File: src/sv/dcqp_pkg.sv
// Shared constants, codes and control/status types of the display command queue pacer.
// No dependencies; the top level, datapath, controller and testbench import this package.
package dcqp_pkg;

   localparam int QUEUE_DEPTH = 16;
   localparam int PTR_W       = $clog2(QUEUE_DEPTH);
   localparam int CNT_W       = 4;
   localparam int CSR_IDX_W   = 3;
   localparam int CSR_DATA_W  = 16;
   localparam int ENTRY_W     = 26;
   localparam int SER_MAX     = 5;

   localparam logic [15:0] TICK_MAX  = 16'hFFFF;
   localparam logic [7:0]  TALLY_MAX = 8'hFF;
   localparam logic [7:0]  BYTE_MAX  = 8'hFF;

   localparam logic [1:0] OP_ENQUEUE = 2'd0;
   localparam logic [1:0] OP_TICK    = 2'd1;
   localparam logic [1:0] OP_XFER    = 2'd2;

   localparam logic [1:0] CT_CHAR    = 2'd0;
   localparam logic [1:0] CT_SPECIAL = 2'd1;
   localparam logic [1:0] CT_SETTING = 2'd2;
   localparam logic [1:0] CT_RGB     = 2'd3;

   localparam logic [1:0] MODE_READY = 2'd0;
   localparam logic [1:0] MODE_AWAIT = 2'd1;
   localparam logic [1:0] MODE_PACE  = 2'd2;
   localparam logic [1:0] MODE_ERROR = 2'd3;

   localparam logic [CSR_IDX_W-1:0] CSR_PACE     = 3'd0;
   localparam logic [CSR_IDX_W-1:0] CSR_RECOVERY = 3'd1;
   localparam logic [CSR_IDX_W-1:0] CSR_LIMIT    = 3'd2;
   localparam logic [CSR_IDX_W-1:0] CSR_SPECIAL  = 3'd3;
   localparam logic [CSR_IDX_W-1:0] CSR_SETTING  = 3'd4;
   localparam logic [CSR_IDX_W-1:0] CSR_RGB      = 3'd5;
   localparam logic [CSR_IDX_W-1:0] CSR_CLEAR    = 3'd6;

   localparam logic [15:0] PACE_RESET     = 16'd50;
   localparam logic [15:0] RECOVERY_RESET = 16'd1000;
   localparam logic [7:0]  LIMIT_RESET    = 8'd1;
   localparam logic [7:0]  SPECIAL_RESET  = 8'd254;
   localparam logic [7:0]  SETTING_RESET  = 8'd124;
   localparam logic [7:0]  RGB_RESET      = 8'd43;
   localparam logic [7:0]  CLEAR_RESET    = 8'd45;

   typedef struct packed {
      logic capture;
      logic exec;
      logic reinit_push;
      logic load_single;
      logic load_byte;
   } dcqp_ctl_type;

   typedef struct packed {
      logic do_reinit;
      logic do_send;
      logic byte_last;
      logic rsp_free;
   } dcqp_sts_type;

endpackage

File: src/sv/dcqp_req_if.sv
// Request channel of the display command queue pacer: valid/ready plus one input item.
// No dependencies.
interface dcqp_req_if;
   logic       valid;
   logic       ready;
   logic [1:0] cmd;
   logic [1:0] cmd_type;
   logic [7:0] byte0;
   logic [7:0] byte1;
   logic [7:0] byte2;
   logic       ack_ok;

   modport source (output valid, cmd, cmd_type, byte0, byte1, byte2, ack_ok, input ready);
   modport sink   (input valid, cmd, cmd_type, byte0, byte1, byte2, ack_ok, output ready);
endinterface

File: src/sv/dcqp_rsp_if.sv
// Response channel of the display command queue pacer: valid/ready plus one result item.
// No dependencies.
interface dcqp_rsp_if;
   logic       valid;
   logic       ready;
   logic       is_byte;
   logic [7:0] out_byte;
   logic       last;
   logic       accepted;
   logic [1:0] status;
   logic [3:0] queue_count;
   logic [7:0] error_count;

   modport source (output valid, is_byte, out_byte, last, accepted, status, queue_count,
                   error_count, input ready);
   modport sink   (input valid, is_byte, out_byte, last, accepted, status, queue_count,
                   error_count, output ready);
endinterface

File: src/sv/display_command_queue_pacer.sv
// Display command queue pacer top level: controller plus datapath, request/response channels.
// Each request is captured, executed, then answered through the registered response output.
// Only one item is in flight; its n results (1..5) leave the output register at one byte per
// cycle while the response channel is ready. A reinit adds a push step: the command memory has a single write port.
// Reset: synchronous; clears queue pointers, mode, tick and error counters, loads register
// defaults; command memory contents are left as they are.
module display_command_queue_pacer (
   input  logic                            clock,
   input  logic                            reset,
   dcqp_req_if.sink                        req_chan,
   dcqp_rsp_if.source                      rsp_chan,
   input  logic                            csr_we,
   input  logic [dcqp_pkg::CSR_IDX_W-1:0]  csr_index,
   input  logic [dcqp_pkg::CSR_DATA_W-1:0] csr_wdata
);
   import dcqp_pkg::*;

   dcqp_ctl_type ctl;
   dcqp_sts_type sts;
   logic         req_ready;

   assign req_chan.ready = req_ready;

   dcqp_controller u_ctrl (
      .clock     (clock),
      .reset     (reset),
      .req_valid (req_chan.valid),
      .req_ready (req_ready),
      .sts       (sts),
      .ctl       (ctl)
   );

   dcqp_datapath u_dp (
      .clock           (clock),
      .reset           (reset),
      .ctl             (ctl),
      .sts             (sts),
      .csr_we          (csr_we),
      .csr_index       (csr_index),
      .csr_wdata       (csr_wdata),
      .in_cmd          (req_chan.cmd),
      .in_cmd_type     (req_chan.cmd_type),
      .in_byte0        (req_chan.byte0),
      .in_byte1        (req_chan.byte1),
      .in_byte2        (req_chan.byte2),
      .in_ack_ok       (req_chan.ack_ok),
      .rsp_ready       (rsp_chan.ready),
      .rsp_valid       (rsp_chan.valid),
      .rsp_is_byte     (rsp_chan.is_byte),
      .rsp_out_byte    (rsp_chan.out_byte),
      .rsp_last        (rsp_chan.last),
      .rsp_accepted    (rsp_chan.accepted),
      .rsp_status      (rsp_chan.status),
      .rsp_queue_count (rsp_chan.queue_count),
      .rsp_error_count (rsp_chan.error_count)
   );

`ifndef SYNTHESIS
   a_one_item: assert property (@(posedge clock) disable iff (reset)
      (req_chan.valid && req_chan.ready) |=> !req_chan.ready)
      else $error("request taken while an item is in progress");

   a_exec_after_transfer: assert property (@(posedge clock) disable iff (reset)
      ctl.exec |-> $past(req_chan.valid && req_chan.ready))
      else $error("execution without a request transfer");

   a_bytes_await: assert property (@(posedge clock) disable iff (reset)
      (rsp_chan.valid && rsp_chan.is_byte) |-> (rsp_chan.status == MODE_AWAIT))
      else $error("link byte reported outside awaiting ack");
`endif

endmodule

File: src/sv/dcqp_datapath.sv
// Datapath: config registers, command ring memory, mode/tick/error state, serializer
// and response output register. Depends on dcqp_pkg.
module dcqp_datapath (
   input  logic                               clock,
   input  logic                               reset,
   input  dcqp_pkg::dcqp_ctl_type             ctl,
   output dcqp_pkg::dcqp_sts_type             sts,
   input  logic                               csr_we,
   input  logic [dcqp_pkg::CSR_IDX_W-1:0]     csr_index,
   input  logic [dcqp_pkg::CSR_DATA_W-1:0]    csr_wdata,
   input  logic [1:0]                         in_cmd,
   input  logic [1:0]                         in_cmd_type,
   input  logic [7:0]                         in_byte0,
   input  logic [7:0]                         in_byte1,
   input  logic [7:0]                         in_byte2,
   input  logic                               in_ack_ok,
   input  logic                               rsp_ready,
   output logic                               rsp_valid,
   output logic                               rsp_is_byte,
   output logic [7:0]                         rsp_out_byte,
   output logic                               rsp_last,
   output logic                               rsp_accepted,
   output logic [1:0]                         rsp_status,
   output logic [3:0]                         rsp_queue_count,
   output logic [7:0]                         rsp_error_count
);
   import dcqp_pkg::*;

   logic [15:0] pace_ff, recov_ff;
   logic [7:0]  limit_ff, sp_ff, setp_ff, rgb_ff, clear_ff;

   logic [1:0]  op_ff, type_ff;
   logic [7:0]  b0_ff, b1_ff, b2_ff;
   logic        ack_ff;

   logic [PTR_W-1:0] head_ff, head_in, tail_ff, tail_in;
   logic [1:0]       mode_ff, mode_in;
   logic [15:0]      elapsed_ff, elapsed_in;
   logic [7:0]       tally_ff, tally_in;
   logic             acc_ff, acc_in;

   logic [ENTRY_W-1:0] mem [QUEUE_DEPTH];
   logic [ENTRY_W-1:0] rd_ff;
   logic               wr_en;
   logic [PTR_W-1:0]   wr_addr;
   logic [ENTRY_W-1:0] wr_data;

   logic [7:0] bytes_ff [SER_MAX];
   logic [2:0] left_ff;
   logic [7:0] ser_bytes [SER_MAX];
   logic [2:0] ser_last;

   logic             rsp_valid_ff, rsp_is_byte_ff, rsp_last_ff, rsp_acc_ff;
   logic [7:0]       rsp_byte_ff, rsp_err_ff;
   logic [1:0]       rsp_status_ff;
   logic [CNT_W-1:0] rsp_count_ff;

   logic [PTR_W-1:0] tail_nxt, head_nxt;
   logic             full, empty, err_trip, reinit_now, send_now;
   logic [7:0]       tally_inc;
   logic [15:0]      el_inc;
   logic [PTR_W:0]   count;
   logic [1:0]       rd_type;
   logic [7:0]       rd_b0;

   assign tail_nxt  = (tail_ff == PTR_W'(QUEUE_DEPTH - 1)) ? '0 : tail_ff + 1'b1;
   assign head_nxt  = (head_ff == PTR_W'(QUEUE_DEPTH - 1)) ? '0 : head_ff + 1'b1;
   assign full      = (tail_nxt == head_ff);
   assign empty     = (tail_ff == head_ff);
   assign tally_inc = (tally_ff == TALLY_MAX) ? tally_ff : tally_ff + 8'd1;
   assign err_trip  = (tally_inc > limit_ff);
   assign el_inc    = (elapsed_ff == TICK_MAX) ? elapsed_ff : elapsed_ff + 16'd1;
   assign reinit_now = (op_ff == OP_TICK) && (mode_ff == MODE_ERROR) && (el_inc >= recov_ff);
   assign send_now   = (op_ff == OP_TICK) && (mode_ff == MODE_READY) && !empty;
   assign count = (tail_ff >= head_ff) ? ({1'b0, tail_ff} - {1'b0, head_ff})
                : ({1'b0, tail_ff} + (PTR_W + 1)'(QUEUE_DEPTH) - {1'b0, head_ff});
   assign rd_type = rd_ff[25:24];
   assign rd_b0   = rd_ff[7:0];

   always_comb begin
      head_in    = head_ff;
      tail_in    = tail_ff;
      mode_in    = mode_ff;
      elapsed_in = elapsed_ff;
      tally_in   = tally_ff;
      acc_in     = acc_ff;
      wr_en      = 1'b0;
      wr_addr    = tail_ff;
      wr_data    = {type_ff, b2_ff, b1_ff, b0_ff};
      if (ctl.exec) begin
         acc_in = 1'b0;
         case (op_ff)
            OP_ENQUEUE: begin
               if (full) begin
                  tally_in   = tally_inc;
                  elapsed_in = '0;
                  if (err_trip) begin
                     mode_in = MODE_ERROR;
                     head_in = '0;
                     tail_in = '0;
                  end
               end else begin
                  wr_en   = 1'b1;
                  tail_in = tail_nxt;
                  acc_in  = 1'b1;
               end
            end
            OP_TICK: begin
               elapsed_in = el_inc;
               case (mode_ff)
                  MODE_PACE: begin
                     if (el_inc >= pace_ff) mode_in = MODE_READY;
                  end
                  MODE_ERROR: begin
                     if (reinit_now) begin
                        head_in    = '0;
                        tally_in   = '0;
                        elapsed_in = '0;
                        mode_in    = MODE_PACE;
                        wr_en      = 1'b1;
                        wr_addr    = '0;
                        wr_data    = {CT_SPECIAL, 8'd0, 8'd0, clear_ff};
                        tail_in    = PTR_W'(1);
                     end
                  end
                  MODE_READY: begin
                     if (!empty) mode_in = MODE_AWAIT;
                  end
                  default: ;
               endcase
            end
            OP_XFER: begin
               if (mode_ff == MODE_AWAIT) begin
                  if (ack_ff) begin
                     head_in    = head_nxt;
                     mode_in    = MODE_PACE;
                     elapsed_in = '0;
                  end else begin
                     tally_in   = tally_inc;
                     elapsed_in = '0;
                     mode_in    = MODE_READY;
                     if (err_trip) begin
                        mode_in = MODE_ERROR;
                        head_in = '0;
                        tail_in = '0;
                     end
                  end
               end
            end
            default: ;
         endcase
      end else if (ctl.reinit_push) begin
         wr_en   = 1'b1;
         wr_addr = PTR_W'(1);
         wr_data = {CT_RGB, BYTE_MAX, BYTE_MAX, BYTE_MAX};
         tail_in = PTR_W'(2);
      end
   end

   always_comb begin
      for (int i = 0; i < SER_MAX; i++) ser_bytes[i] = rd_b0;
      ser_last = 3'd0;
      case (rd_type)
         CT_CHAR: begin
            if ((rd_b0 == sp_ff) || (rd_b0 == setp_ff)) ser_last = 3'd1;
         end
         CT_SPECIAL: begin
            ser_bytes[0] = sp_ff;
            ser_last     = 3'd1;
         end
         CT_SETTING: begin
            ser_bytes[0] = setp_ff;
            ser_last     = 3'd1;
         end
         default: begin
            ser_bytes[0] = setp_ff;
            ser_bytes[1] = rgb_ff;
            ser_bytes[2] = rd_b0;
            ser_bytes[3] = rd_ff[15:8];
            ser_bytes[4] = rd_ff[23:16];
            ser_last     = 3'd4;
         end
      endcase
   end

   always_ff @(posedge clock) begin
      if (reset) begin
         pace_ff  <= PACE_RESET;
         recov_ff <= RECOVERY_RESET;
         limit_ff <= LIMIT_RESET;
         sp_ff    <= SPECIAL_RESET;
         setp_ff  <= SETTING_RESET;
         rgb_ff   <= RGB_RESET;
         clear_ff <= CLEAR_RESET;
      end else if (csr_we) begin
         unique case (csr_index)
            CSR_PACE:     pace_ff  <= csr_wdata;
            CSR_RECOVERY: recov_ff <= csr_wdata;
            CSR_LIMIT:    limit_ff <= csr_wdata[7:0];
            CSR_SPECIAL:  sp_ff    <= csr_wdata[7:0];
            CSR_SETTING:  setp_ff  <= csr_wdata[7:0];
            CSR_RGB:      rgb_ff   <= csr_wdata[7:0];
            CSR_CLEAR:    clear_ff <= csr_wdata[7:0];
            default: ;
         endcase
      end
   end

   always_ff @(posedge clock) begin
      if (ctl.capture) begin
         op_ff   <= in_cmd;
         type_ff <= in_cmd_type;
         b0_ff   <= in_byte0;
         b1_ff   <= in_byte1;
         b2_ff   <= in_byte2;
         ack_ff  <= in_ack_ok;
      end
   end

   always_ff @(posedge clock) begin
      if (reset) begin
         head_ff    <= '0;
         tail_ff    <= '0;
         mode_ff    <= MODE_READY;
         elapsed_ff <= '0;
         tally_ff   <= '0;
      end else begin
         head_ff    <= head_in;
         tail_ff    <= tail_in;
         mode_ff    <= mode_in;
         elapsed_ff <= elapsed_in;
         tally_ff   <= tally_in;
      end
   end

   always_ff @(posedge clock) begin
      acc_ff <= acc_in;
      if (wr_en) mem[wr_addr] <= wr_data;
      rd_ff <= mem[head_ff];
   end

   // load the serialized bytes, then shift one out per transfer
   always_ff @(posedge clock) begin
      if (ctl.exec && send_now) begin
         for (int i = 0; i < SER_MAX; i++) bytes_ff[i] <= ser_bytes[i];
         left_ff <= ser_last;
      end else if (ctl.load_byte) begin
         for (int i = 0; i < SER_MAX - 1; i++) bytes_ff[i] <= bytes_ff[i+1];
         left_ff <= left_ff - 3'd1;
      end
   end

   always_ff @(posedge clock) begin
      if (reset) begin
         rsp_valid_ff <= 1'b0;
      end else if (ctl.load_single || ctl.load_byte) begin
         rsp_valid_ff <= 1'b1;
      end else if (rsp_ready) begin
         rsp_valid_ff <= 1'b0;
      end
   end

   always_ff @(posedge clock) begin
      if (ctl.load_single || ctl.load_byte) begin
         rsp_is_byte_ff <= ctl.load_byte;
         rsp_byte_ff    <= ctl.load_byte ? bytes_ff[0] : 8'd0;
         rsp_last_ff    <= ctl.load_single || (left_ff == 3'd0);
         rsp_acc_ff     <= ctl.load_single && acc_ff;
         rsp_status_ff  <= mode_ff;
         rsp_count_ff   <= CNT_W'(count);
         rsp_err_ff     <= tally_ff;
      end
   end

   assign sts.do_reinit = reinit_now;
   assign sts.do_send   = send_now;
   assign sts.byte_last = (left_ff == 3'd0);
   assign sts.rsp_free  = !rsp_valid_ff || rsp_ready;

   assign rsp_valid       = rsp_valid_ff;
   assign rsp_is_byte     = rsp_is_byte_ff;
   assign rsp_out_byte    = rsp_byte_ff;
   assign rsp_last        = rsp_last_ff;
   assign rsp_accepted    = rsp_acc_ff;
   assign rsp_status      = rsp_status_ff;
   assign rsp_queue_count = rsp_count_ff;
   assign rsp_error_count = rsp_err_ff;

endmodule

File: src/sv/dcqp_controller.sv
// Controller: sequences capture, execution, reinit push and result transfers.
// Depends on dcqp_pkg.
module dcqp_controller (
   input  logic                   clock,
   input  logic                   reset,
   input  logic                   req_valid,
   output logic                   req_ready,
   input  dcqp_pkg::dcqp_sts_type sts,
   output dcqp_pkg::dcqp_ctl_type ctl
);
   import dcqp_pkg::*;

   typedef enum logic [2:0] {
      S_IDLE,
      S_EXEC,
      S_REINIT,
      S_SINGLE,
      S_EMIT
   } state_type;

   state_type state_ff, state_in;

   always_comb begin
      state_in = state_ff;
      unique case (state_ff)
         S_IDLE: begin
            if (req_valid) state_in = S_EXEC;
         end
         S_EXEC: begin
            if (sts.do_reinit)    state_in = S_REINIT;
            else if (sts.do_send) state_in = S_EMIT;
            else                  state_in = S_SINGLE;
         end
         S_REINIT: state_in = S_SINGLE;
         S_SINGLE: begin
            if (sts.rsp_free) state_in = S_IDLE;
         end
         S_EMIT: begin
            if (sts.rsp_free && sts.byte_last) state_in = S_IDLE;
         end
         default: state_in = S_IDLE;
      endcase
   end

   always_ff @(posedge clock) begin
      if (reset) begin
         state_ff <= S_IDLE;
      end else begin
         state_ff <= state_in;
      end
   end

   assign req_ready       = (state_ff == S_IDLE) && !reset;
   assign ctl.capture     = req_ready && req_valid;
   assign ctl.exec        = (state_ff == S_EXEC);
   assign ctl.reinit_push = (state_ff == S_REINIT);
   assign ctl.load_single = (state_ff == S_SINGLE) && sts.rsp_free;
   assign ctl.load_byte   = (state_ff == S_EMIT) && sts.rsp_free;

endmodule

File: src/flat_wrapper.sv
// flat-port wrapper written by rule: the top's interface ports become plain ports
module display_command_queue_pacer_flat import dcqp_pkg::*;
  (clock, reset, csr_we, csr_index, csr_wdata, req_chan_valid, req_chan_cmd, req_chan_cmd_type, req_chan_byte0, req_chan_byte1, req_chan_byte2, req_chan_ack_ok, req_chan_ready, rsp_chan_valid, rsp_chan_is_byte, rsp_chan_out_byte, rsp_chan_last, rsp_chan_accepted, rsp_chan_status, rsp_chan_queue_count, rsp_chan_error_count, rsp_chan_ready);
  dcqp_req_if req_chan_i ();
  dcqp_rsp_if rsp_chan_i ();
  input  logic clock;
  input  logic reset;
  input  logic csr_we;
  input  logic [dcqp_pkg::CSR_IDX_W-1:0] csr_index;
  input  logic [dcqp_pkg::CSR_DATA_W-1:0] csr_wdata;
  input wire logic [$bits(req_chan_i.valid)-1:0] req_chan_valid;
  input wire logic [$bits(req_chan_i.cmd)-1:0] req_chan_cmd;
  input wire logic [$bits(req_chan_i.cmd_type)-1:0] req_chan_cmd_type;
  input wire logic [$bits(req_chan_i.byte0)-1:0] req_chan_byte0;
  input wire logic [$bits(req_chan_i.byte1)-1:0] req_chan_byte1;
  input wire logic [$bits(req_chan_i.byte2)-1:0] req_chan_byte2;
  input wire logic [$bits(req_chan_i.ack_ok)-1:0] req_chan_ack_ok;
  output wire logic [$bits(req_chan_i.ready)-1:0] req_chan_ready;
  output wire logic [$bits(rsp_chan_i.valid)-1:0] rsp_chan_valid;
  output wire logic [$bits(rsp_chan_i.is_byte)-1:0] rsp_chan_is_byte;
  output wire logic [$bits(rsp_chan_i.out_byte)-1:0] rsp_chan_out_byte;
  output wire logic [$bits(rsp_chan_i.last)-1:0] rsp_chan_last;
  output wire logic [$bits(rsp_chan_i.accepted)-1:0] rsp_chan_accepted;
  output wire logic [$bits(rsp_chan_i.status)-1:0] rsp_chan_status;
  output wire logic [$bits(rsp_chan_i.queue_count)-1:0] rsp_chan_queue_count;
  output wire logic [$bits(rsp_chan_i.error_count)-1:0] rsp_chan_error_count;
  input wire logic [$bits(rsp_chan_i.ready)-1:0] rsp_chan_ready;
  assign req_chan_i.valid = req_chan_valid;
  assign req_chan_i.cmd = req_chan_cmd;
  assign req_chan_i.cmd_type = req_chan_cmd_type;
  assign req_chan_i.byte0 = req_chan_byte0;
  assign req_chan_i.byte1 = req_chan_byte1;
  assign req_chan_i.byte2 = req_chan_byte2;
  assign req_chan_i.ack_ok = req_chan_ack_ok;
  assign req_chan_ready = req_chan_i.ready;
  assign rsp_chan_valid = rsp_chan_i.valid;
  assign rsp_chan_is_byte = rsp_chan_i.is_byte;
  assign rsp_chan_out_byte = rsp_chan_i.out_byte;
  assign rsp_chan_last = rsp_chan_i.last;
  assign rsp_chan_accepted = rsp_chan_i.accepted;
  assign rsp_chan_status = rsp_chan_i.status;
  assign rsp_chan_queue_count = rsp_chan_i.queue_count;
  assign rsp_chan_error_count = rsp_chan_i.error_count;
  assign rsp_chan_i.ready = rsp_chan_ready;
  display_command_queue_pacer u_core (.clock(clock), .reset(reset), .req_chan(req_chan_i), .rsp_chan(rsp_chan_i), .csr_we(csr_we), .csr_index(csr_index), .csr_wdata(csr_wdata));
endmodule
File: config.mk
export PLATFORM = sky130hd
export DESIGN_NAME = display_command_queue_pacer_flat
export DESIGN_NICKNAME = d
export VERILOG_FILES = /design/src/sv/dcqp_pkg.sv /design/src/sv/dcqp_req_if.sv /design/src/sv/dcqp_rsp_if.sv /design/src/sv/display_command_queue_pacer.sv /design/src/sv/dcqp_datapath.sv /design/src/sv/dcqp_controller.sv /design/src/flat_wrapper.sv
export SDC_FILE = /design/constraint.sdc
export NUM_CORES = 1
export LEC_CHECK = 0
export ABC_AREA = 1
export BUFFER_PORTS_ARGS = -buffer_cell sky130_fd_sc_hd__buf_2
export CAP_MARGIN = 5
export CELL_PAD_IN_SITES_DETAIL_PLACEMENT = 0
export CELL_PAD_IN_SITES_GLOBAL_PLACEMENT = 2
export CORE_ASPECT_RATIO = 1.2
export CORE_MARGIN = 5
export CORE_UTILIZATION = 45
export DETAILED_ROUTE_END_ITERATION = 8
export PLACE_DENSITY_LB_ADDON = 0.1
export RECOVER_POWER = 100
export SLEW_MARGIN = 30
export SYNTH_ARGS = -nofsm -noshare
export SYNTH_HDL_FRONTEND = slang
export SYNTH_SLANG_ARGS = --single-unit
File: constraint.sdc
create_clock -name clock -period 7.7 [get_ports clock]
set_input_delay 0.77 -clock clock [delete_from_list [all_inputs] [get_ports clock]]
set_output_delay 0.77 -clock clock [all_outputs]
set_load 0.03 [all_outputs]
# Word-level counts from Yosys, hierarchy flattened
# Memories as Yosys holds them, arrays and structs flattened. A register that Yosys moved wholly into a read port is not among the register bits.
# Cells that the tools add are included.
[op_classes] n_addsub=8 n_lt_le_gt_ge=4 n_eq_ne=43 n_mux=83 n_bitwise=4 n_reduce_logical=44
[ops] op="$mux 26" count=5
[ops] op="$mux 4" count=22
[ops] op="$mux 16" count=5
[ops] op="$mux 8" count=10
[ops] op="$pmux 16 s3" count=1
[ops] op="$ge 16x16->1" count=2
[ops] op="$mux 32" count=1
[ops] op="$pmux 4 s3" count=2
[ops] op="$pmux 8 s3" count=1
[ops] op="$mux 3" count=7
[ops] op="$ne 3x3->1 const B" count=6
[ops] op="$add 16x1->16 const B" count=1
[ops] op="$eq 16x16->1 const B" count=1
[ops] op="$eq 8x8->1" count=2
[ops] op="$mux 2" count=8
[ops] op="$ne 2x2->1 const B" count=8
[ops] op="$pmux 8 s2" count=1
[ops] op="$mux 1" count=15
[ops] op="$pmux 3 s5" count=1
[ops] op="$reduce_and 2->1" count=7
[ops] op="$add 4x1->4 const B" count=3
[ops] op="$eq 3x2->1 const B" count=4
[ops] op="$eq 3x3->1 const B" count=4
[ops] op="$pmux 2 s3" count=2
[ops] op="other kinds (31)" count=67
[totals] ff_bits=160 ramBits=456 in_bits=53 out_inout_bits=27 n_memories=2
[mem_list] name="u_core.u_dp.mem" words=16 word_bits=26 read_ports=1 rd_clocked_by_memory_dff=1 wr=1 line_no="dcqp_datapath.sv:42" source="logic [ENTRY_W-1:0] mem [QUEUE_DEPTH];"
[mem_list] name="u_core.u_dp.bytes_ff" words=5 word_bits=8 read_ports=5 rd_clocked_by_memory_dff=1 wr=5 line_no="dcqp_datapath.sv:48" source="logic [7:0] bytes_ff [SER_MAX];"

# Longest topological paths before layout
# Gate-level depths: netlist of run 1.
[logic_depth] ltp_word=10 ltp_mapped=27 mapped_depth_nobuf=26

# Hierarchy
# Synthesis of run 1 repeated with hierarchy kept, for this count alone.
[hier_totals] cells_unflattened=2491 hier_area_um2=27342.5
[modules_own_cells] module="dcqp_datapath" n_inst=1 cells_per_inst=2453 area_per_inst_um2=27128.5
[modules_own_cells] module="dcqp_controller" n_inst=1 cells_per_inst=38 area_per_inst_um2=214.0

# Worst setup path before layout of run 1
# Ideal clock, no wire load.
[synth_timing] path_type="register to register" from="reg u_core.u_dp.elapsed_ff[0]" to="mem u_core.u_dp.mem[10][0], enable pin" setup_ns=0.409 arrival_ns=3.893 t_required_ns=7.291 slack_ns=3.398 stages_incl_launch_ff=23 cell_sequence="dfxtp_1 > ha_1 > nand3_1 > inv_1 > nand4_1 > mux2_2 > ha_1 > nand2_1 > nand2_1 > nand2_1 > nand2_1 > nand2_1 > nand2_1 > nand2_1 > nand2_1 > nand2_2 > inv_1 > nand2_1 > buf_4 > nand3_2 > nor2_1 > inv_1 > nor2_1"
[synth_between] elab_chain_len=10 word_cells_on_any_way=15 cone_classes="add/sub (1); order compare (1); eq/ne (1); mux (11); reduce/logical (1)"
[synth_lines] item="start, declared" line_no="dcqp_datapath.sv:38" source="logic [15:0] elapsed_ff, elapsed_in;"
[synth_lines] item="start signal, assigned" line_no="dcqp_datapath.sv:231" source="elapsed_ff <= elapsed_in;"
[synth_lines] item="$add 16x1->16 or $eq 16x16->1 (tied branches)" line_no="dcqp_datapath.sv:72" source="assign el_inc = (elapsed_ff == TICK_MAX) ? elapsed_ff : elapsed_ff + 16'd1;"
[synth_lines] item="$mux 16 *" line_no="dcqp_datapath.sv:72"
[synth_lines] item="$ge 16x16->1 *" line_no="dcqp_datapath.sv:73" source="assign reinit_now = (op_ff == OP_TICK) && (mode_ff == MODE_ERROR) && (el_inc >= recov_ff);"
[synth_lines] item="$logic_and 1x1->1 *" line_no="dcqp_datapath.sv:73"
[synth_lines] item="$mux 1" line_no="dcqp_datapath.sv:115" source="if (reinit_now) begin"
[synth_lines] item="$mux 1" line_no="dcqp_datapath.sv:110" source="case (mode_ff)"
[synth_lines] item="$pmux 1 s2" line_no="dcqp_datapath.sv:92" source="case (op_ff)"
[synth_lines] item="$mux 1" line_no="dcqp_datapath.sv:90" source="if (ctl.exec) begin"
[synth_lines] item="$mux 1" line_no="dcqp_datapath.sv:238" source="if (wr_en) mem[wr_addr] <= wr_data;"
[synth_lines] item="$mux 1 (implied by the code)" line_no="dcqp_datapath.sv:238"
[synth_lines] item="end, declared" line_no="dcqp_datapath.sv:42"
# Mark *: on every way between the ends. The rest lies on a longest branch, timed or not.

# Worst setup path after layout of run 1
[layout_timing] from="reg u_core.u_dp.elapsed_ff[4]" to="mem u_core.u_dp.mem[1][11], enable pin"
# The elaborated chain is that of the path after synthesis.

==> results of run 1 <==
## synthesized netlist by cell type (all sizes together) (26+ instances only)
| master | instances | area (µm²) |
|---|---|---|
| edfxtp | 514 | 15400 |
| nor2 | 360 | 1360 |
| nand2 | 321 | 1240 |
| o21ai | 317 | 1590 |
| inv | 183 | 689 |
| dfxtp | 136 | 2720 |
| clkbuf | 114 | 429 |
| a21oi | 95 | 479 |
| nand3 | 94 | 488 |
| o221ai | 81 | 709 |
| ha | 56 | 701 |
| o211ai | 33 | 248 |
| o22ai | 26 | 163 |
## worst max-delay path, delay by kind of cell, from the launching register on
family,cells,cell delay [ns]
flip-flops,1,0.41
buffers and inverters,5,1.59
adder cells (fa/ha/maj),1,0.29
AND/OR/NAND/NOR,22,3.54
## flip-flops by register name, summed over array words and instances, names as in the netlist, 16 cells and up
name / flops
u_core.u_dp.bytes_ff: 40
u_core.u_dp.mem: 416
u_core.u_dp.pace_ff: 16
u_core.u_dp.rd_ff: 26
u_core.u_dp.recov_ff: 16
u_core.u_dp.elapsed_ff: 16
## power by group
part           switching [mW]  total, mW  internal (mW)
combinational           0.643      0.869          0.225
sequential              0.102       4.18           4.08
clock                    1.36       3.30           1.95
## metrics by stage
| stage | power, mW | utilization | worst slack (ns) |
|---|---|---|---|
| 2_1_floorplan | 4.80 | - | 3.40 |
| 3_3_place_gp | 5.16 | 0.476 | 2.37 |
| 3_5_place_dp | 5.19 | 0.480 | 2.22 |
| 4_1_cts | 8.50 | 0.518 | 2.22 |
| 5_1_grt | 8.71 | 0.513 | 0.938 |
| 6_report | 8.36 | 0.513 | 1.49 |
## layer usage
| metal | global-route usage | vias up |
|---|---|---|
| met5 | 0 | - |
| met4 | 0.0560 | 0 |
| met3 | 0.0263 | 104 |
| met2 | 0.390 | 412 |
| met1 | 0.278 | 9040 |
| li1 | - | 8876 |
## path summary, 6_finish.rpt
path / start / slack [ns] / endpoint
hold / removal: req_chan_byte1[3] / 0.34 / u_core.u_dp.b1_ff[3]
setup / recovery: u_core.u_dp.elapsed_ff[4] / 1.49 / u_core.u_dp.mem[1][11]
setup reg to reg: u_core.u_dp.elapsed_ff[4] / 1.49 / u_core.u_dp.mem[1][11]
hold reg to reg: u_core.u_dp.rgb_ff[0] / 0.46 / u_core.u_dp.rgb_ff[0]
## cell type report
class | count | area (µm²)
clock buffer | 96 | 1950
clock inverter | 31 | 308
fill | 5352 | 29100
inverter | 183 | 691
multi-input combinational | 1502 | 7820
sequential | 650 | 18200
tap | 800 | 1000
timing repair buffer | 114 | 681
## cell families after synthesis
kind of cell,Yosys count,share of synthesized area
AND/OR/NAND/NOR,821,0.125
flip-flops,650,0.667
adder cells (fa/ha/maj),57,0.0265
AO/OA/AOI/OAI,594,0.128
XOR/XNOR,29,0.00933
buffers and inverters,312,0.0441
multiplexers,1,0.000414
## cells in the final DEF, fill, tap and decap left out, drive strengths merged, types with 5 or more instances in the layout
master / netlist / final
ha: 56 / 56
nor2: 360 / 360
o211ai: 33 / 33
nand3: 94 / 94
a31oi: 19 / 19
a21oi: 95 / 95
nand4: 19 / 19
buf: 15 / 63
or2: 9 / 9
bufinv: 0 / 5
a22oi: 9 / 9
clkbuf: 114 / 147
nor3: 16 / 16
nand2: 321 / 321
inv: 183 / 183
o221ai: 81 / 81
o22a: 8 / 8
xor2: 16 / 16
dfxtp: 136 / 136
o21ai: 317 / 317
o22ai: 26 / 26
edfxtp: 514 / 514
xnor2: 13 / 13
clkinv: 0 / 24
==> metrics.md, run 1 <==
| Metric | Value |
|---|---|
| Actual slew at the worst max-slew pin | 2.85 ns |
| Worst max-slew margin expressed relative to the limit | -0.902 |
| Type of element capturing the critical path | flip-flop |
| Register-to-Register Path Depth | 28 |
| Warning count from the yosys run | 0 |
| Clock tree from TritonCTS | built |
| Worst path slowest cell | sky130_fd_sc_hd__nor2_1 |
| Horizontal extent of the die | 235 µm |
| Max-capacitance violation count | 15 |
| Worst-Skew Late Latency | 0.60 ns |
| Num CTS Buffers | 70 |
| Buffer levels on the longest clock path | 3 |
| Initial drt markers | approximately 1.3k |
| Required time worst endpoint | 7.91 ns |
| Cell at the root of the clock tree | sky130_fd_sc_hd__clkbuf_16 |
| Fraction of final layout cells with drive strength greater than 1 | 0.0761 |
| Area of the die | 65500 µm² |
| Detailed Route WL | roughly 72000 µm |
| Number of hold buffers added after cts | 0 |
| GPL Wtd Cong | slightly above 0.8 |
| Pins over their slew limit | 497 |
| Critical setup path kind | flip-flop to flip-flop |
| Max frequency | 161 MHz |
| Main flop type after synthesis | sky130_fd_sc_hd__edfxtp_1 |
| Worst Path Max Fanout | 30 |
| Share of synthesized area occupied by flip-flops and latches | 0.667 |
| Number of antenna violations at the first check in global routing | 1 |
| Placeable core region | 59700 µm² |
| Fin Clk Skew | 0.0269 ns |
| Critical Path Max Stage Delay | 1.24 ns |
| Synth Register Bits | 650 |
| Sinks on the clock net | 650 |
| Reg clk slew, reported paths | 0.06 ns |
| Number of port buffers | 79 |
| Pre-antenna DRT Iters | 8 |
| Most frequent cell on the critical path | sky130_fd_sc_hd__nand2_1 |
| Final design instance area without fill | 30600 µm² |
| Final setup fails | 0 |
| Fin Hold WS | 0.339 ns |
| Highest routed metal layer | met4 |
| Final period util | 0.807 |
| Setup Buffers After CTS | 0 |
| Failing checks | capacitance limit, slew limit |
| CTS H-tree depth | 3 |
| Drc violations | 0 |
| Number of hold-slack violations in the final timing report | 0 |
| Vias in the first global route | 18.4k |
| Height of the die | 279 µm |
| Post-detail-place hpwl | roughly 45000 µm |
| Cell count after placement | 3246 |
| Worst VDD drop | 0.000233 V |
| Met3 Wirelength | 3040 µm |
| Area after detailed placement | 28700 µm² |
| Path class of the lowest-slack min-delay path | input pin to flip-flop |
| Maximum number of pins on one net before global-route repair | between 80 and 90 |
| Number of synthesized flops with an enable pin | 514 |
| Area delta synth->final | 12.5% |
| Drt wl/cell | 21.2 µm |
| Remaining global-route overflow | 0 |
| Number of unique standard cell types used by synthesis | 47 |
| Antenna diode count | 0 |
| Post-Syn Area | 27200 µm² |
| Remaining number of nets flagged by the antenna check after routing | 0 |
| Non-filler instance count after layout | around 3.4k |
| Number of core rows | 98 |
| Total vias in the final route | 18.4k |
| Initial Utilization | 0.456 |
| Setup Total Neg Slack | 0 ns |
| Status | finished with violations |
| Shortest period the worst path allows | 6.21 ns |
| Synth Area per Inst | 11.0 µm² |
| Power per cell area | 273 nW/µm² |
| Crit start category | flip-flop |
| Number of nets in the layout | 2631 |
| Gate count of the mapped netlist | roughly 2.5k |
| Hold Path Cell Cnt | 1 |
| I/O pin count | 80 |
| Endpoint arrival time on the critical path | 6.42 ns |
| RSZ-0062 raised after global routing | no |
| Leakage power total | ~11 nW |
| Vias per inst | between 5 and 6 |
| First-pass GRT wire length | 109000 µm |
| Met2 wire length | 36900 µm |
| Fraction of registers with async set or reset after synthesis | 0 |
| Met1 layer wirelength in the final routing | between 30000 and 40000 µm |
| Post-Syn Nets | 2574 |
| Total of cells resized after clock tree synthesis | 0 |
| Total GRT Usage | 0.217 |
(Power assumes the default switching activity.)
==> inputs of run 2 (changes only) <==
Settings changed: CORE_UTILIZATION 45 to 38.
Clock period 7.7 ns to 5 ns, I/O delays scaled along.
==> metrics.md, run 2 (synthesis results as in run 1) <==
| Metric | Value |
|---|---|
| Maximum number of pins on one net before global-route repair | 184 (+110%) |
| Setup Buffers After CTS | 0 (unchanged) |
| Flip-flop count of the largest register after layout | 416 (unchanged) |
| Number of core rows | 107 (+9.2%) |
| Register with the highest flop count | u_core.u_dp.mem |
| Worst max-slew margin expressed relative to the limit | -0.552 (+0.350) |
| Number of port buffers | 79 (unchanged) |
| Worst r2r src | u_core.u_dp.head_ff[1] |
| Required time worst endpoint | 5.48 ns (-2.43 ns) |
| Stages on the worst setup path | 7 (-75%) |
| Status | finished with violations |
| Post-detail-place hpwl | 47200 µm (+4.4%) |
| Max-capacitance violation count | 7 (-8) |
| Highest routed metal layer | met4 |
| Total of cells resized after clock tree synthesis | 0 (unchanged) |
| First-pass GRT wire length | 117000 µm (+7.1%) |
| Total GRT Usage | 0.201 (-0.0157) |
| Commonest cells after routing, fill and taps aside | sky130_fd_sc_hd__edfxtp_1 (514), sky130_fd_sc_hd__nor2_1 (347), sky130_fd_sc_hd__o21ai_0 (316), sky130_fd_sc_hd__nand2_1 (315), sky130_fd_sc_hd__inv_1 (174) |
| Initial drt markers | 1187 (-10%) |
| Met1 layer wirelength in the final routing | 33400 µm (+11%) |
| Cell at the root of the clock tree | sky130_fd_sc_hd__clkbuf_16 |
| Setup Total Neg Slack | 0 ns (unchanged) |
| Drt wl/cell | 22.3 µm (+5.1%) |
| Final setup fails | 0 (unchanged) |
| Worst VDD drop | 0.000316 V (+36%) |
| Worst-Skew Late Latency | 0.62 ns (+0.02 ns) |
| Critical Path Max Stage Delay | 1.89 ns (+0.65 ns) |
| Power, Total | 13.1 mW (+57%) |
| Buffer levels on the longest clock path | 3 (unchanged) |
| Height of the die | 303 µm (+8.5%) |
| Actual slew at the worst max-slew pin | 2.32 ns (-0.529 ns) |
| Remaining global-route overflow | 0 (unchanged) |
| Number of antenna violations at the first check in global routing | 2 (+1) |
| Number of fill cells | 6666 (+25%) |
| Number of hold buffers added after cts | 0 (unchanged) |
| Category of cells accounting for the largest share of critical-path delay | flip-flops |
| Met2 wire length | 39200 µm (+6.5%) |
| Drc violations | 0 (unchanged) |
| Critical-path cell list | inv_1, buf_4, clkbuf_2, o21ai_0, o22ai_1, o211ai_1, nand2_1 |
| Power per cell area | 424 nW/µm² (+55%) |
| Pins over their slew limit | 207 (-58%) |
| Area after detailed placement | 28900 µm² (+0.86%) |
| Worst path slowest cell | sky130_fd_sc_hd__dfxtp_1 |
| Non-filler instance count after layout | 3518 (+4.2%) |
| Reg clk slew, reported paths | 0.06 ns (about the same) |
| Shortest period the worst path allows | 4.68 ns (-1.53 ns) |
| RSZ-0062 raised after global routing | no |
| Initial Utilization | 0.383 (-0.0729) |
| Detailed Route WL | 78400 µm (+9.5%) |
| Timing endpoint of the critical path | u_core.u_dp.rd_ff[1] |
| Sinks on the clock net | 650 (unchanged) |
| Max frequency | 214 MHz (+33%) |
| Destination of the worst register-to-register timing path | u_core.u_dp.rd_ff[1] |
| Launching element of the worst setup path | u_core.u_dp.head_ff[1] |
| Clock tree from TritonCTS | built |
| Total vias in the final route | 18.5k (+0.24%) |
| Num CTS Buffers | 73 (+4.3%) |
| Endpoint arrival time on the critical path | 5.16 ns (-1.26 ns) |
| Vias in the first global route | 18.4k (+0.27%) |
| Met3 Wirelength | 3490 µm (+15%) |
| Critical setup path kind | flip-flop to flip-flop |
| Buffer and inverter count on the worst path | 3 (-2) |
| Commonest non-fill, non-tap cell in the layout | sky130_fd_sc_hd__edfxtp_1 |
| Final critical-path setup slack | 0.319 ns (-1.17 ns) |
| Type of element capturing the critical path | flip-flop |
| I/O pin count | 80 (unchanged) |
| Core occupancy in the finished layout | 0.436 (-0.0771) |
| Path class of the lowest-slack min-delay path | input pin to flip-flop |
| Vias per inst | 5.25 (-3.8%) |
| Crit start category | flip-flop |
| Number of nets in the layout | 2641 (+0.38%) |
| Cell count after placement | 3382 (+4.2%) |
| Register-to-Register Path Depth | 7 (-75%) |
| CTS H-tree depth | 3 (unchanged) |
| GPL Wtd Cong | 0.766 (-5.1%) |
| Final period util | 0.936 (+0.130) |
| Register-to-register setup slack | 0.32 ns (-1.17 ns) |
| Final design instance area without fill | 31000 µm² (+1.2%) |
| Horizontal extent of the die | 254 µm (+8.4%) |
| Fin Clk Skew | 0.0190 ns (-0.00796 ns) |
| Area of the die | 77100 µm² (+18%) |
| Placeable core region | 71100 µm² (+19%) |
| Leakage power total | 11.2 nW (+0.86%) |
| Remaining number of nets flagged by the antenna check after routing | 0 (unchanged) |
| Post-Place Worst Slack | 0.576 ns (-1.65 ns) |
| Number of hold-slack violations in the final timing report | 0 (unchanged) |
| Worst Path Max Fanout | 70 (+130%) |
| Fin Hold WS | 0.0567 ns (-0.283 ns) |
| Failing checks | capacitance limit, slew limit |
| Pre-antenna DRT Iters | 5 (-3) |
| Fraction of final layout cells with drive strength greater than 1 | 0.0895 (+0.0135) |
| Area delta synth->final | 13.8% |
| Registers with the highest flip-flop counts | u_core.u_dp.mem (416), u_core.u_dp.bytes_ff (40), u_core.u_dp.rd_ff (26) |
run 2: cell types whose count changed in the layout (fill, tap and decap cells not counted), sizes merged:
cell,change
buf,+1
bufinv,-2
clkbuf,+19
clkinv,-5
diode,+1
inv,+2
run 2: where the power goes:
| part | switching, mW | internal, mW |
|---|---|---|
| logic | 1.04 | 0.357 |
| clock network | 2.21 | 3.06 |
| registers | 0.168 | 6.28 |
| total | 3.42 | 9.70 |
run 2: how the worst min path moves through the flow:
stage                                      from               endpoint  cells past startpoint
after global placement    u_core.u_dp.rgb_ff[5]  u_core.u_dp.rgb_ff[5]                      2
after CTS                     req_chan_byte1[5]   u_core.u_dp.b1_ff[5]                      1
after global routing          req_chan_byte1[1]   u_core.u_dp.b1_ff[1]                      1
final                         req_chan_byte1[5]   u_core.u_dp.b1_ff[5]                      1
after detailed placement  u_core.u_dp.rgb_ff[1]  u_core.u_dp.rgb_ff[1]                      2
after floorplan           u_core.u_dp.rgb_ff[0]  u_core.u_dp.rgb_ff[0]                      2
run 2: area by class of cell:
class | instances | area, µm² | area share
flip-flops and latches | 650 | 18200 | 0.587
multi-input cells | 1502 | 7920 | 0.256
clock buffers | 109 | 2070 | 0.0669
well taps | 926 | 1160 | 0.0374
inverters | 183 | 693 | 0.0224
repair buffers | 121 | 663 | 0.0214
clock inverters | 26 | 298 | 0.00962
diodes | 1 | 2.50 | 0.0000808
run 2: routing by layer:
metal  vias up  GRT usage
met3       100     0.0291
met4         0     0.0659
li1       8906          -
met2       430      0.352
met5         -          0
met1      9040      0.258
==> inputs of run 3 (changes only) <==
Settings changed: CELL_PAD_IN_SITES_DETAIL_PLACEMENT 0 to default, CELL_PAD_IN_SITES_GLOBAL_PLACEMENT 2 to default, CORE_UTILIZATION 38 to 56, PLACE_DENSITY from default to 0.76, PLACE_DENSITY_LB_ADDON 0.1 to default.
==> metrics.md, run 3 (synthesis results as in run 1) <==
| Metric | Value |
|---|---|
| Most frequent cell on the critical path | sky130_fd_sc_hd__nand2_1 |
| Sinks on the clock net | 650 (unchanged) |
| Vias in the first global route | 18.4k (-0.15%) |
| Fin Clk Skew | 0.0168 ns (-0.00222 ns) |
| Pins over their slew limit | 272 (+31%) |
| Reg clk slew, reported paths | 0.06 ns (about the same) |
| Registers with the highest flip-flop counts | u_core.u_dp.mem (416), u_core.u_dp.bytes_ff (40), u_core.u_dp.rd_ff (26) |
| Area delta synth->final | 11.4% |
| Horizontal extent of the die | 211 µm (-17%) |
| Clock power frac | 0.377 (-0.025) |
| Worst max-slew margin expressed relative to the limit | -0.578 (-0.0265) |
| Timing endpoint of the critical path | u_core.u_dp.mem[0][21] |
| Register with the highest flop count | u_core.u_dp.mem |
| Endpoint arrival time on the critical path | 5.00 ns (-0.16 ns) |
| Required time worst endpoint | 5.33 ns (-0.15 ns) |
| Failing checks | capacitance limit, slew limit |
| Buffer levels on the longest clock path | 3 (unchanged) |
| Fraction of power consumed by combinational cells | 0.109 (+0.003) |
| Pre-antenna DRT Iters | 8 (+3) |
| Drt wl/cell | 21.0 µm (-5.6%) |
| Initial drt markers | 2310 (+95%) |
| Fraction of final layout cells with drive strength greater than 1 | 0.0859 (-0.00362) |
| Register-to-register setup slack | 0.34 ns (+0.02 ns) |
| Final design instance area without fill | 30300 µm² (-2.1%) |
| Area after detailed placement | 28400 µm² (-1.8%) |
| Status | finished with violations |
| Remaining global-route overflow | 0 (unchanged) |
| Detailed Route WL | 67300 µm (-14%) |
| Critical Path Max Stage Delay | 0.72 ns (-1.17 ns) |
| Worst-Skew Late Latency | 0.65 ns (+0.03 ns) |
| Commonest cells after routing, fill and taps aside | sky130_fd_sc_hd__edfxtp_1 (514), sky130_fd_sc_hd__nor2_1 (343), sky130_fd_sc_hd__nand2_1 (317), sky130_fd_sc_hd__o21ai_0 (316), sky130_fd_sc_hd__inv_1 (174) |
| Critical setup path kind | flip-flop to flip-flop |
| Number of hold-slack violations in the final timing report | 0 (unchanged) |
| Power per cell area | 413 nW/µm² (-2.5%) |
| Worst VDD drop | 0.000353 V (+12%) |
| Drc violations | 0 (unchanged) |
| Initial Utilization | 0.566 (+0.183) |
| Antenna diode count | 0 (-1) |
| Num CTS Buffers | 61 (-16%) |
| GPL Wtd Cong | 0.905 (+18%) |
| Total GRT Usage | 0.247 (+0.0461) |
| Worst r2r src | u_core.u_dp.elapsed_ff[0] |
| Cell at the root of the clock tree | sky130_fd_sc_hd__clkbuf_16 |
| First-pass GRT wire length | 103000 µm (-12%) |
| Maximum number of pins on one net before global-route repair | 126 (-32%) |
| Worst path slowest cell | sky130_fd_sc_hd__nor2_2 |
| Max-capacitance violation count | 5 (-2) |
| Height of the die | 252 µm (-17%) |
| Max frequency | 214 MHz (+0.37%) |
| Final setup fails | 0 (unchanged) |
| Number of port buffers | 79 (unchanged) |
| Area taken by flip-flops and latches | 18200 µm² (about the same) |
| Launching element of the worst setup path | u_core.u_dp.elapsed_ff[0] |
| Flip-flop count of the largest register after layout | 416 (unchanged) |
| Destination of the worst register-to-register timing path | u_core.u_dp.mem[0][21] |
| Crit start category | flip-flop |
| Total vias in the final route | 19.1k (+3.5%) |
| I/O pin count | 80 (unchanged) |
| Area of the die | 53100 µm² (-31%) |
| Fin Hold WS | 0.0310 ns (-0.0258 ns) |
| Number of fill cells | 3598 (-46%) |
| RSZ-0062 raised after global routing | no |
| Remaining number of nets flagged by the antenna check after routing | 0 (unchanged) |
| Path class of the lowest-slack min-delay path | input pin to flip-flop |
| Register-to-Register Path Depth | 21 (+14) |
| Commonest non-fill, non-tap cell in the layout | sky130_fd_sc_hd__edfxtp_1 |
| Vias per inst | 5.97 (+14%) |
| Clock tree from TritonCTS | built |
| Share of total power consumed by net switching | 0.253 (-0.00736) |
| Number of nets in the layout | 2632 (-0.34%) |
| Worst Path Max Fanout | 17 (-76%) |
| Critical-path cell list | ha_1, nand3_1, inv_1, nand4_1, mux2_2, ha_1, nand2_1, nand2_1, nand2_1, nand2_1, nand2_1, nand2_1, nand2_1, nand2_1, nand2_2, inv_1, nand2_1, nand3_1, nand2_1, nor2_2, buf_12 |
| Number of antenna violations at the first check in global routing | 1 (-1) |
| Leakage power total | 11.0 nW (-1.3%) |
| Pint | 9.35 mW (-3.6%) |
| Post-detail-place hpwl | 40800 µm (-13%) |
| Actual slew at the worst max-slew pin | 2.36 ns (+0.0397 ns) |
| Number of core rows | 88 (-18%) |
| Type of element capturing the critical path | flip-flop |
| Setup Buffers After CTS | 0 (unchanged) |
| Placeable core region | 48100 µm² (-32%) |
| Final period util | 0.933 (-0.00345) |
| CTS H-tree depth | 2 (-1) |
| Share of power burned in registers | 0.514 (+0.022) |
| Setup Total Neg Slack | 0 ns (unchanged) |
| Switching power of the nets | 3.17 mW (-7.3%) |
| Area of the multi-input gates | 7910 µm² (about the same) |
| Shortest period the worst path allows | 4.66 ns (-0.0173 ns) |
-- run 3: changes by cell type in the layout (fill, tap and decap cells not counted), moves of 3 or more --
cell | before | now
sky130_fd_sc_hd__clkbuf_16 | 73 | 63
sky130_fd_sc_hd__clkbuf_1 | 64 | 47
sky130_fd_sc_hd__nor2_1 | 347 | 343
sky130_fd_sc_hd__clkbuf_2 | 6 | 10
sky130_fd_sc_hd__bufinv_16 | 3 | 7
sky130_fd_sc_hd__clkinvlp_2 | 1 | 4
sky130_fd_sc_hd__buf_2 | 45 | 49
sky130_fd_sc_hd__clkinv_1 | 5 | 8
sky130_fd_sc_hd__nor2_4 | 10 | 13
sky130_fd_sc_hd__dlygate4sd3_1 | 0 | 6
sky130_fd_sc_hd__buf_4 | 16 | 10
sky130_fd_sc_hd__clkbuf_8 | 11 | 2
-- run 3: layout make-up --
type                            count  area share
Sequential cell                   650       0.599
Multi-Input combinational cell   1502       0.261
Clock buffer                       77      0.0544
Tap cell                          630      0.0260
Timing Repair Buffer              124      0.0234
Inverter                          183      0.0228
Clock inverter                     36      0.0135
-- run 3: metal layers --
layer | vias to the layer above | share of wire | wire length (µm) | track usage
met5 | - | 0.00019 | 13 | 0
met1 | 9109 | 0.37 | 25200 | 0.315
met4 | 2 | 0.051 | 3410 | 0.118
met2 | 933 | 0.49 | 32900 | 0.414
li1 | 8871 | - | - | -
met3 | 205 | 0.085 | 5760 | 0.0422
-- run 3: how the worst min path moves through the flow --
stage                                 end                   from  slack, ns  cells past startpoint
CTS                  u_core.u_dp.b1_ff[7]      req_chan_byte1[7]     0.0004                      1
global placement    u_core.u_dp.rgb_ff[0]  u_core.u_dp.rgb_ff[0]       0.44                      2
global route         u_core.u_dp.b1_ff[7]      req_chan_byte1[7]       0.02                      1
detailed placement  u_core.u_dp.rgb_ff[0]  u_core.u_dp.rgb_ff[0]       0.45                      2
floorplan           u_core.u_dp.rgb_ff[0]  u_core.u_dp.rgb_ff[0]       0.43                      2
finish               u_core.u_dp.b1_ff[7]      req_chan_byte1[7]       0.03                      1
-- run 3: what timing repair did --
item | 4_1_cts | 5_1_grt
resized for setup | 0 | 0
hold endpoints to repair | 6 | 0
hold buffers | 6 | 0
-- run 3: power by group through the flow --
stage          clock network [mW]  registers (mW)  logic [mW]
2_1_floorplan                   0            6.51       0.875
3_3_place_gp                    0            6.53        1.33
3_5_place_dp                    0            6.54        1.38
4_1_cts                      4.78            6.43        1.39
5_1_grt                      5.02            6.45        1.51
6_report                     4.71            6.44        1.37
-- run 3: per-stage QoR --
stage	power, mW	utilization	setup slack (ns)	cells
3_3_place_gp	7.87	0.590	0.623	3083
4_1_cts	12.6	0.634	0.486	3202
3_5_place_dp	7.92	0.590	0.526	3083
6_report	12.5	0.630	0.336	3202
2_1_floorplan	7.39	-	0.698	2464
5_1_grt	13.0	0.630	0.00333	3202
-- run 3: worst max-delay path, delay by kind of cell, from the launching register on --
| family | cells | cell delay, ns |
|---|---|---|
| and+or+nand+nor | 15 | 2.44 |
| DFF | 1 | 0.40 |
| buffers and inverters | 3 | 0.50 |
| adders and majority gates | 2 | 0.54 |
| muxes | 1 | 0.45 |
